--- src/design/pidt_pkg.sv ---
package pidt_pkg;

  localparam int GAIN_FRAC_BITS = 8;
  localparam int DATA_W    = 16;
  localparam int GAIN_W    = 16;
  localparam int ERR_W     = 17;
  localparam int SUM_W     = 18;
  localparam int INTEG_W   = 48;
  localparam int ILO_W     = 24;
  localparam int DRIVE_W   = 32;
  localparam int MUL_A_W   = 25;
  localparam int MUL_B_W   = 17;
  localparam int PROD_W    = 42;
  localparam int ACC_W     = 64;
  localparam int DIV_W     = 17;
  localparam int CNT_W     = 5;
  localparam int STEP_W    = 4;
  localparam int CFG_IDX_W = 2;
  localparam int IN_DATA_W  = 32;
  localparam int OUT_DATA_W = 40;

  localparam logic signed [GAIN_W-1:0] PROP_GAIN_RESET = 16'sd256;

  typedef enum logic [CFG_IDX_W-1:0] {
    REG_PROP_GAIN    = 2'd0,
    REG_INTEG_GAIN   = 2'd1,
    REG_DERIV_GAIN   = 2'd2,
    REG_TARGET_VALUE = 2'd3
  } cfg_reg_t;

  typedef enum logic [2:0] {
    MISC_NONE,
    MISC_CAPTURE,
    MISC_INTEG,
    MISC_DIV_INIT,
    MISC_DIV_STEP,
    MISC_DIV_FIX,
    MISC_OUTPUT
  } misc_op_t;

  typedef enum logic [2:0] {
    A_SUMERR,
    A_ERR,
    A_ILO,
    A_IHI,
    A_DERIV
  } asel_t;

  typedef enum logic [1:0] {
    B_DT,
    B_KP,
    B_KI,
    B_KD
  } bsel_t;

  typedef enum logic [1:0] {
    ACC_HOLD,
    ACC_LOAD,
    ACC_ADD,
    ACC_ADD_HI
  } acc_op_t;

  typedef enum logic [1:0] {
    JMP_NEXT,
    JMP_WAIT_IN,
    JMP_LOOP,
    JMP_WAIT_OUT
  } jmp_t;

  typedef logic [STEP_W-1:0] step_t;

  typedef struct packed {
    misc_op_t misc;
    logic     mul_en;
    asel_t    asel;
    bsel_t    bsel;
    acc_op_t  acc;
    jmp_t     jmp;
    step_t    target;
  } ctrl_word_t;

  typedef struct packed {
    logic in_fire;
    logic out_blocked;
    logic div_more;
  } seq_status_t;

  // microprogram rom
  function automatic ctrl_word_t microcode(step_t s);
    ctrl_word_t w;
    w = '{misc: MISC_NONE, mul_en: 1'b0, asel: A_SUMERR, bsel: B_DT,
          acc: ACC_HOLD, jmp: JMP_NEXT, target: '0};
    unique case (s)
      4'd0: begin
        w.misc = MISC_CAPTURE;
        w.jmp  = JMP_WAIT_IN;
      end
      4'd1: begin
        w.misc   = MISC_DIV_INIT;
        w.mul_en = 1'b1;
        w.asel   = A_SUMERR;
        w.bsel   = B_DT;
      end
      4'd2: begin
        w.misc   = MISC_INTEG;
        w.mul_en = 1'b1;
        w.asel   = A_ERR;
        w.bsel   = B_KP;
      end
      4'd3: begin
        w.acc    = ACC_LOAD;
        w.mul_en = 1'b1;
        w.asel   = A_ILO;
        w.bsel   = B_KI;
      end
      4'd4: begin
        w.acc    = ACC_ADD;
        w.mul_en = 1'b1;
        w.asel   = A_IHI;
        w.bsel   = B_KI;
      end
      4'd5: begin
        w.acc  = ACC_ADD_HI;
        w.misc = MISC_DIV_STEP;
      end
      4'd6: begin
        w.misc   = MISC_DIV_STEP;
        w.jmp    = JMP_LOOP;
        w.target = 4'd6;
      end
      4'd7: begin
        w.misc = MISC_DIV_FIX;
      end
      4'd8: begin
        w.mul_en = 1'b1;
        w.asel   = A_DERIV;
        w.bsel   = B_KD;
      end
      4'd9: begin
        w.acc = ACC_ADD;
      end
      4'd10: begin
        w.misc   = MISC_OUTPUT;
        w.jmp    = JMP_WAIT_OUT;
        w.target = 4'd0;
      end
      default: begin
        w.jmp    = JMP_WAIT_OUT;
        w.target = 4'd0;
      end
    endcase
    return w;
  endfunction

endpackage

--- src/design/pidt_sequencer.sv ---
module pidt_sequencer
  import pidt_pkg::*;
(
  input  logic        clk,
  input  logic        rst,
  input  seq_status_t status,
  output ctrl_word_t  ctrl
);

  step_t step;
  step_t step_next;

  assign ctrl = microcode(step);

  always_comb begin
    unique case (ctrl.jmp)
      JMP_NEXT:     step_next = step + STEP_W'(1);
      JMP_WAIT_IN:  step_next = status.in_fire ? step + STEP_W'(1) : step;
      JMP_LOOP:     step_next = status.div_more ? ctrl.target : step + STEP_W'(1);
      JMP_WAIT_OUT: step_next = status.out_blocked ? step : ctrl.target;
      default:      step_next = '0;
    endcase
  end

  always_ff @(posedge clk) begin
    if (rst) begin
      step <= '0;
    end else begin
      step <= step_next;
    end
  end

endmodule

--- src/design/pidt_datapath.sv ---
module pidt_datapath
  import pidt_pkg::*;
(
  input  logic                        clk,
  input  logic                        rst,
  input  ctrl_word_t                  ctrl,
  input  logic                        in_fire,
  input  logic signed [DATA_W-1:0]    measured,
  input  logic        [DATA_W-1:0]    time_step,
  input  logic                        cfg_we,
  input  logic        [CFG_IDX_W-1:0] cfg_index,
  input  logic        [GAIN_W-1:0]    cfg_data,
  input  logic                        out_ready,
  output logic                        out_valid,
  output logic signed [DRIVE_W-1:0]   drive,
  output logic                        saturated,
  output seq_status_t                 status
);

  localparam int HI_LSB = GAIN_FRAC_BITS + DRIVE_W - 1;

  logic signed [GAIN_W-1:0]  prop_gain;
  logic signed [GAIN_W-1:0]  integ_gain;
  logic signed [GAIN_W-1:0]  deriv_gain;
  logic signed [GAIN_W-1:0]  target_value;

  logic signed [ERR_W-1:0]   err;
  logic signed [ERR_W-1:0]   last_error;
  logic        [DATA_W-1:0]  dt;
  logic signed [INTEG_W-1:0] error_integral;
  logic                      sat_flag;
  logic signed [PROD_W-1:0]  prod;
  logic signed [ACC_W-1:0]   acc;
  logic        [DATA_W-1:0]  div_rem;
  logic        [DIV_W-1:0]   div_q;
  logic        [CNT_W-1:0]   div_cnt;
  logic                      div_neg;
  logic signed [SUM_W-1:0]   deriv;

  logic signed [ERR_W-1:0]   err_new;
  logic signed [SUM_W-1:0]   sum_err;
  logic signed [SUM_W-1:0]   diff_err;
  logic signed [SUM_W-1:0]   diff_abs;
  logic signed [MUL_A_W-1:0] mul_a;
  logic signed [MUL_B_W-1:0] mul_b;
  logic signed [PROD_W-1:0]  mul_full;
  logic signed [PROD_W-1:0]  halved;
  logic signed [INTEG_W:0]   integ_sum;
  logic                      integ_clip;
  logic signed [ACC_W-1:0]   prod_ext;
  logic        [DIV_W-1:0]   trial;
  logic        [DIV_W-1:0]   trial_sub;
  logic                      trial_ge;
  logic signed [SUM_W-1:0]   quot;
  logic [ACC_W-HI_LSB-1:0]   acc_hi;
  logic                      drive_fits;
  logic                      out_load;

  assign err_new  = ERR_W'(target_value) - ERR_W'(measured);
  assign sum_err  = SUM_W'(err) + SUM_W'(last_error);
  assign diff_err = SUM_W'(err) - SUM_W'(last_error);
  assign diff_abs = diff_err[SUM_W-1] ? -diff_err : diff_err;

  always_comb begin
    case (ctrl.asel)
      A_SUMERR: mul_a = MUL_A_W'(sum_err);
      A_ERR:    mul_a = MUL_A_W'(err);
      A_ILO:    mul_a = $signed({1'b0, error_integral[ILO_W-1:0]});
      A_IHI:    mul_a = MUL_A_W'($signed(error_integral[INTEG_W-1:ILO_W]));
      A_DERIV:  mul_a = MUL_A_W'(deriv);
      default:  mul_a = '0;
    endcase
    case (ctrl.bsel)
      B_DT:    mul_b = $signed({1'b0, dt});
      B_KP:    mul_b = MUL_B_W'(prop_gain);
      B_KI:    mul_b = MUL_B_W'(integ_gain);
      B_KD:    mul_b = MUL_B_W'(deriv_gain);
      default: mul_b = '0;
    endcase
  end

  assign mul_full = mul_a * mul_b;

  // halve toward zero, then add into the integral with clipping
  assign halved     = (prod + $signed({{(PROD_W-1){1'b0}}, prod[PROD_W-1]})) >>> 1;
  assign integ_sum  = (INTEG_W+1)'(error_integral) + (INTEG_W+1)'(halved);
  assign integ_clip = integ_sum[INTEG_W] != integ_sum[INTEG_W-1];

  assign prod_ext = ACC_W'(prod);

  // one restoring divide step
  assign trial     = {div_rem, div_q[DIV_W-1]};
  assign trial_ge  = trial >= {1'b0, dt};
  assign trial_sub = trial - {1'b0, dt};

  assign quot = $signed({1'b0, div_q});

  assign acc_hi     = acc[ACC_W-1:HI_LSB];
  assign drive_fits = (&acc_hi) | ~(|acc_hi);

  assign status.in_fire     = in_fire;
  assign status.out_blocked = out_valid && !out_ready;
  assign status.div_more    = div_cnt != '0;

  assign out_load = (ctrl.misc == MISC_OUTPUT) && !status.out_blocked;

  // config and controller state
  always_ff @(posedge clk) begin
    if (rst) begin
      prop_gain      <= PROP_GAIN_RESET;
      integ_gain     <= '0;
      deriv_gain     <= '0;
      target_value   <= '0;
      last_error     <= '0;
      error_integral <= '0;
      div_cnt        <= '0;
      out_valid      <= 1'b0;
    end else begin
      if (cfg_we) begin
        unique case (cfg_reg_t'(cfg_index))
          REG_PROP_GAIN:    prop_gain    <= $signed(cfg_data);
          REG_INTEG_GAIN:   integ_gain   <= $signed(cfg_data);
          REG_DERIV_GAIN:   deriv_gain   <= $signed(cfg_data);
          REG_TARGET_VALUE: target_value <= $signed(cfg_data);
          default: ;
        endcase
      end
      if (ctrl.misc == MISC_INTEG) begin
        error_integral <= integ_clip ?
          $signed({integ_sum[INTEG_W], {(INTEG_W-1){~integ_sum[INTEG_W]}}}) :
          integ_sum[INTEG_W-1:0];
      end
      if (ctrl.misc == MISC_DIV_INIT) begin
        div_cnt <= CNT_W'(DIV_W - 1);
      end else if (ctrl.misc == MISC_DIV_STEP && div_cnt != '0) begin
        div_cnt <= div_cnt - CNT_W'(1);
      end
      if (out_load) begin
        last_error <= err;
        out_valid  <= 1'b1;
      end else if (out_ready) begin
        out_valid <= 1'b0;
      end
    end
  end

  // working registers
  always_ff @(posedge clk) begin
    if (ctrl.misc == MISC_CAPTURE && in_fire) begin
      err      <= err_new;
      dt       <= time_step;
      sat_flag <= 1'b0;
    end
    if (ctrl.misc == MISC_INTEG) begin
      sat_flag <= integ_clip;
    end
    if (ctrl.mul_en) begin
      prod <= mul_full;
    end
    case (ctrl.acc)
      ACC_LOAD:   acc <= prod_ext;
      ACC_ADD:    acc <= acc + prod_ext;
      ACC_ADD_HI: acc <= acc + (prod_ext <<< ILO_W);
      default: ;
    endcase
    if (ctrl.misc == MISC_DIV_INIT) begin
      div_neg <= diff_err[SUM_W-1];
      div_q   <= diff_abs[DIV_W-1:0];
      div_rem <= '0;
    end
    if (ctrl.misc == MISC_DIV_STEP) begin
      div_rem <= trial_ge ? trial_sub[DATA_W-1:0] : trial[DATA_W-1:0];
      div_q   <= {div_q[DIV_W-2:0], trial_ge};
    end
    if (ctrl.misc == MISC_DIV_FIX) begin
      if (dt == '0) begin
        deriv <= '0;
      end else begin
        deriv <= div_neg ? -quot : quot;
      end
    end
    if (out_load) begin
      drive     <= drive_fits ? acc[GAIN_FRAC_BITS +: DRIVE_W] :
                   $signed({acc[ACC_W-1], {(DRIVE_W-1){~acc[ACC_W-1]}}});
      saturated <= sat_flag | ~drive_fits;
    end
  end

endmodule

--- src/design/pid_controller_trapezoidal_core.sv ---
// channel   dir  tdata fields (lsb first)                  tuser
// s_axis    in   measured[15:0], time_step[31:16]            -
// m_axis    out  drive[31:0], saturated[32], zero[39:33]     -
// cfg       in   cfg_we, cfg_index, cfg_data (gains, target) -
//
// one item at a time: accept, then 25 microcode steps, 17 of them
// in the bit-serial divider that forms the derivative
// reset sets prop_gain to 1.0, other gains, target, error and integral to 0
// the result register holds until taken; the next item is accepted meanwhile,
// and only the output step waits if the previous result is still there
module pid_controller_trapezoidal_core
  import pidt_pkg::*;
(
  input  logic                  clk,
  input  logic                  rst,
  input  logic                  s_axis_tvalid,
  output logic                  s_axis_tready,
  input  logic [IN_DATA_W-1:0]  s_axis_tdata,   // measured, time_step
  output logic                  m_axis_tvalid,
  input  logic                  m_axis_tready,
  output logic [OUT_DATA_W-1:0] m_axis_tdata,   // drive, saturated, zero pad
  input  logic                  cfg_we,
  input  logic [CFG_IDX_W-1:0]  cfg_index,
  input  logic [GAIN_W-1:0]     cfg_data
);

  ctrl_word_t                ctrl;
  seq_status_t               status;
  logic                      in_fire;
  logic signed [DRIVE_W-1:0] drive;
  logic                      saturated;

  assign s_axis_tready = ctrl.misc == MISC_CAPTURE;
  assign in_fire       = s_axis_tvalid && s_axis_tready;

  assign m_axis_tdata = {{(OUT_DATA_W-DRIVE_W-1){1'b0}}, saturated, drive};

  pidt_sequencer u_sequencer (
    .clk    (clk),
    .rst    (rst),
    .status (status),
    .ctrl   (ctrl)
  );

  pidt_datapath u_datapath (
    .clk       (clk),
    .rst       (rst),
    .ctrl      (ctrl),
    .in_fire   (in_fire),
    .measured  ($signed(s_axis_tdata[DATA_W-1:0])),
    .time_step (s_axis_tdata[IN_DATA_W-1:DATA_W]),
    .cfg_we    (cfg_we),
    .cfg_index (cfg_index),
    .cfg_data  (cfg_data),
    .out_ready (m_axis_tready),
    .out_valid (m_axis_tvalid),
    .drive     (drive),
    .saturated (saturated),
    .status    (status)
  );

endmodule

--- config.mk ---
export PLATFORM = sky130hd
export DESIGN_NAME = pid_controller_trapezoidal_core
export DESIGN_NICKNAME = d
export VERILOG_FILES = /design/src/design/pidt_pkg.sv /design/src/design/pidt_sequencer.sv /design/src/design/pidt_datapath.sv /design/src/design/pid_controller_trapezoidal_core.sv
export SDC_FILE = /design/constraint.sdc
export NUM_CORES = 2
export LEC_CHECK = 0
export BUFFER_PORTS_ARGS = -buffer_cell sky130_fd_sc_hd__buf_2
export CORE_MARGIN = 3
export CORE_UTILIZATION = 25
export CTS_BUF_LIST = sky130_fd_sc_hd__clkbuf_8 sky130_fd_sc_hd__clkbuf_16
export DETAILED_ROUTE_END_ITERATION = 6
export GPL_TIMING_DRIVEN = 0
export PLACE_DENSITY = 0.45
export SYNTH_ARGS = -nofsm -noshare
export SYNTH_HDL_FRONTEND = slang
export SYNTH_SLANG_ARGS = --single-unit
--- constraint.sdc ---
create_clock -name clk -period 13.8 [get_ports clk]
set_clock_uncertainty 0.1 [all_clocks]
set_input_delay 0 -clock clk [delete_from_list [all_inputs] [get_ports clk]]
set_output_delay 0 -clock clk [all_outputs]
set_load 0.05 [all_outputs]
==> run_results.csv <==
group,metric,value,unit
outcome,status,"completed",
sta,max-slew-margin-rel,1.460,%
setup_path,worstPathRequired,14040,ps
sta,finalSetupViolCount,0,
routing,m1WireLength,73170,um
grt,grt_pass1_vias,36360,
layout,nets,6091,
floorplanning,core,0.1700,mm^2
routing,final_antenna_net_count,0,
worst_hold_path,hold_path_class,"input port to flop",
synthesis,yosysMostFrequentCell,"inv_1",
sta,finalWorstPathRequiredPeriod,11050,ps
place,port-buffer-count,87,
sta,setup_tns,0,ps
layout,area_delta_synth_final,13.22,%
floorplanning,start_util,25.27,%
floorplanning,die_area,0.1769,mm^2
synthesis,syn_area_per_cell,8.502,um^2
synthesis,ys_seq_area_share,22.20,%
synthesis,ys.flop_type,"edfxtp_1",
sta,fin_crit_sh,80.06,%
flow_run,drv_cap,0,
routing,drtIter0Drc,2776,
layout,fin_area,0.04864,mm^2
routing,firstDrtPassIters,7,
setup_path,critPathKind,"flop to flop",
cts,cts.clk_slew.worst_paths,60,ps
cts,cts_setup_buffers,0,
sta,rsz0062_at_grt,"no",
sta,fmax,90.51,MHz
setup_path,cp-end-kind,"flop",
cts,clockBufferDepth,3,
place,dp_hpwl,124700,um
grt,overflow,0,
routing,via_per_inst,4.844,
sta,timing.final.max_slew_violations,0,
sta,layout_setup_ws,2752,ps
synthesis,synthTopCellsByCount,"inv_1, nor2_1, nand2_1, fa_1, a21oi_1",
routing,num_vias,36530,
synthesis,ys_async_sr_fraction,0,%
floorplanning,num_io_pins,97,
setup_path,slowest_stage,"a22oi_1",
sta,hold_viol,0,
setup_path,crit_path_max_fanout,10,
synthesis,syn_area,0.04296,mm^2
routing,finalWirelength,152500,um
floorplanning,die_w,420.5,um
grt,grt_max_degree,42,
setup_path,cp.buffers_inverters,5,
grt,antenna_found_initial,0,
setup_path,crit_path_start_kind,"flop",
cts,cts_root_buffer,"clkbuf_16",
synthesis,synth.distinct_cells,100,
sta,worst_pin_slew,1468,ps
cts,h-tree-depth,2,
cts,clk_latency,640,ps
layout,fill_cells,18440,
synthesis,synth-edff-count,225,
grt,grt_pass1_wl,230100,um
synthesis,synth_top_area_cell,"fa_1",
setup_path,cp_top_family,"compound AO/OA/AOI/OAI gates",
synthesis,ys_warn_count,0,
synthesis,synth.top_cell.area_share,19.71,%
cts,cts_sinks,364,
layout,drive_gt1_share,5.470,%
routing,wire_per_inst,20.23,um
routing,met3_length,7765,um
place,place_ws,2824,ps
routing,drc,0,
place,place_area,0.04630,mm^2
setup_path,cpPeakStageDelay,1060,ps
grt,grt.total_usage,17.03,%
synthesis,synth_area_leaders,"fa_1, edfxtp_1, ha_1",
cts,cts_made_buffers,46,
synthesis,synth_cells,5053,
routing,top_layer,"met4",
setup_path,worstPathArrival,11290,ps
setup_path,worst_path_most_repeated_cell,"fa_1",
synthesis,synth_seq_cells,364,
cts,post_cts_resized,0,
cts,hold_buffers,83,
routing,wl_met2,67270,um
cts,cts_tree,"built",
floorplanning,die_height,420.5,um
floorplanning,rows,151,
place,place_congestion,0.8875,
## registers in the layout, summed over array words and instances (netlist names), 17 cells and up
signal                     cells
u_datapath.err                17
u_datapath.acc                64
u_datapath.error_integral     48
u_datapath.prod               42
u_datapath.last_error         17
u_datapath.deriv              18
u_datapath.drive              32
u_datapath.div_q              17
## layer usage
layer  GRT usage, %  vias to the layer above
li1               -                    17570
met4          4.479                        0
met5              0                        -
met3          2.215                      144
met1          24.24                    17940
met2          27.06                      865
## tightest hold or removal path: stages
cell and delay [ps]:
dlygate4sd3_1 530, buf_2 160, nand2_1 60, a21oi_1 50
## layout by cell type, fill, tap and decap left out, types with 44 or more instances in the layout
cell type and instances:
xor2_1 96, nand3_1 75, nor2b_1 47, a21oi_1 378, a21o_1 118, nand2_1 530
nor2_1 582, fa_1 423, nor3_1 56, o21ai_0 243, inv_1 626, nand2b_1 79
buf_2 104, edfxtp_1 225, xnor2_1 192, ha_1 328, clkbuf_1 195, dlygate4sd3_1 83
a211oi_1 44, clkbuf_16 48, dfxtp_1 139
## path summary, 6_finish.rpt
kind / slack (ps) / endpoint / depth (start not counted) / start
worst max-delay path: 2750 / u_datapath.prod[39]$_DFFE_PN_ / 31 / u_sequencer.step[0]$_SDFFE_PP0P_
worst min-delay path: 140 / u_datapath.target_value[3]$_SDFFE_PP0P_ / 4 / cfg_data[3]
worst max register to register: 2750 / u_datapath.prod[39]$_DFFE_PN_ / 31 / u_sequencer.step[0]$_SDFFE_PP0P_
worst min register to register: 350 / u_datapath.integ_gain[4]$_SDFFE_PP0P_ / 2 / u_datapath.integ_gain[4]$_SDFFE_PP0P_
## stage by stage
stage	util (%)	instances	hold slack, ps
after global routing	28.60	7538	120.2
after global placement	27.17	7364	78.12
after detailed placement	27.23	7369	78.11
after CTS	28.56	7535	84.96
after floorplan	-	5059	-1.131
final	28.61	7541	136.0
## area by class of cell
cell class	count	area, um^2	share of cell area (%)
buffer	236	970.9	1.996
antenna	3	7.507	0.01543
tap	2218	2775	5.705
multi-input combinational	3842	30180	62.04
inverter	617	2316	4.761
timing repair buffer	178	1416	2.912
sequential	364	9539	19.61
clock buffer	50	1229	2.526
clock inverter	33	207.7	0.4270
## cells by family after synthesis
| kind of cell | share of synthesized area (%) |
|---|---|
| simple gates | 16.41 |
| compound gates | 18.14 |
| buf+inv | 7.648 |
| fa+ha+maj | 29.39 |
| flops | 22.20 |
| xor+xnor | 5.909 |
| mux | 0.2825 |
| other cells | 0.008729 |
Power is not shown: default switching activity piles up to over one toggle a cycle in this logic, so the estimate is an artifact.
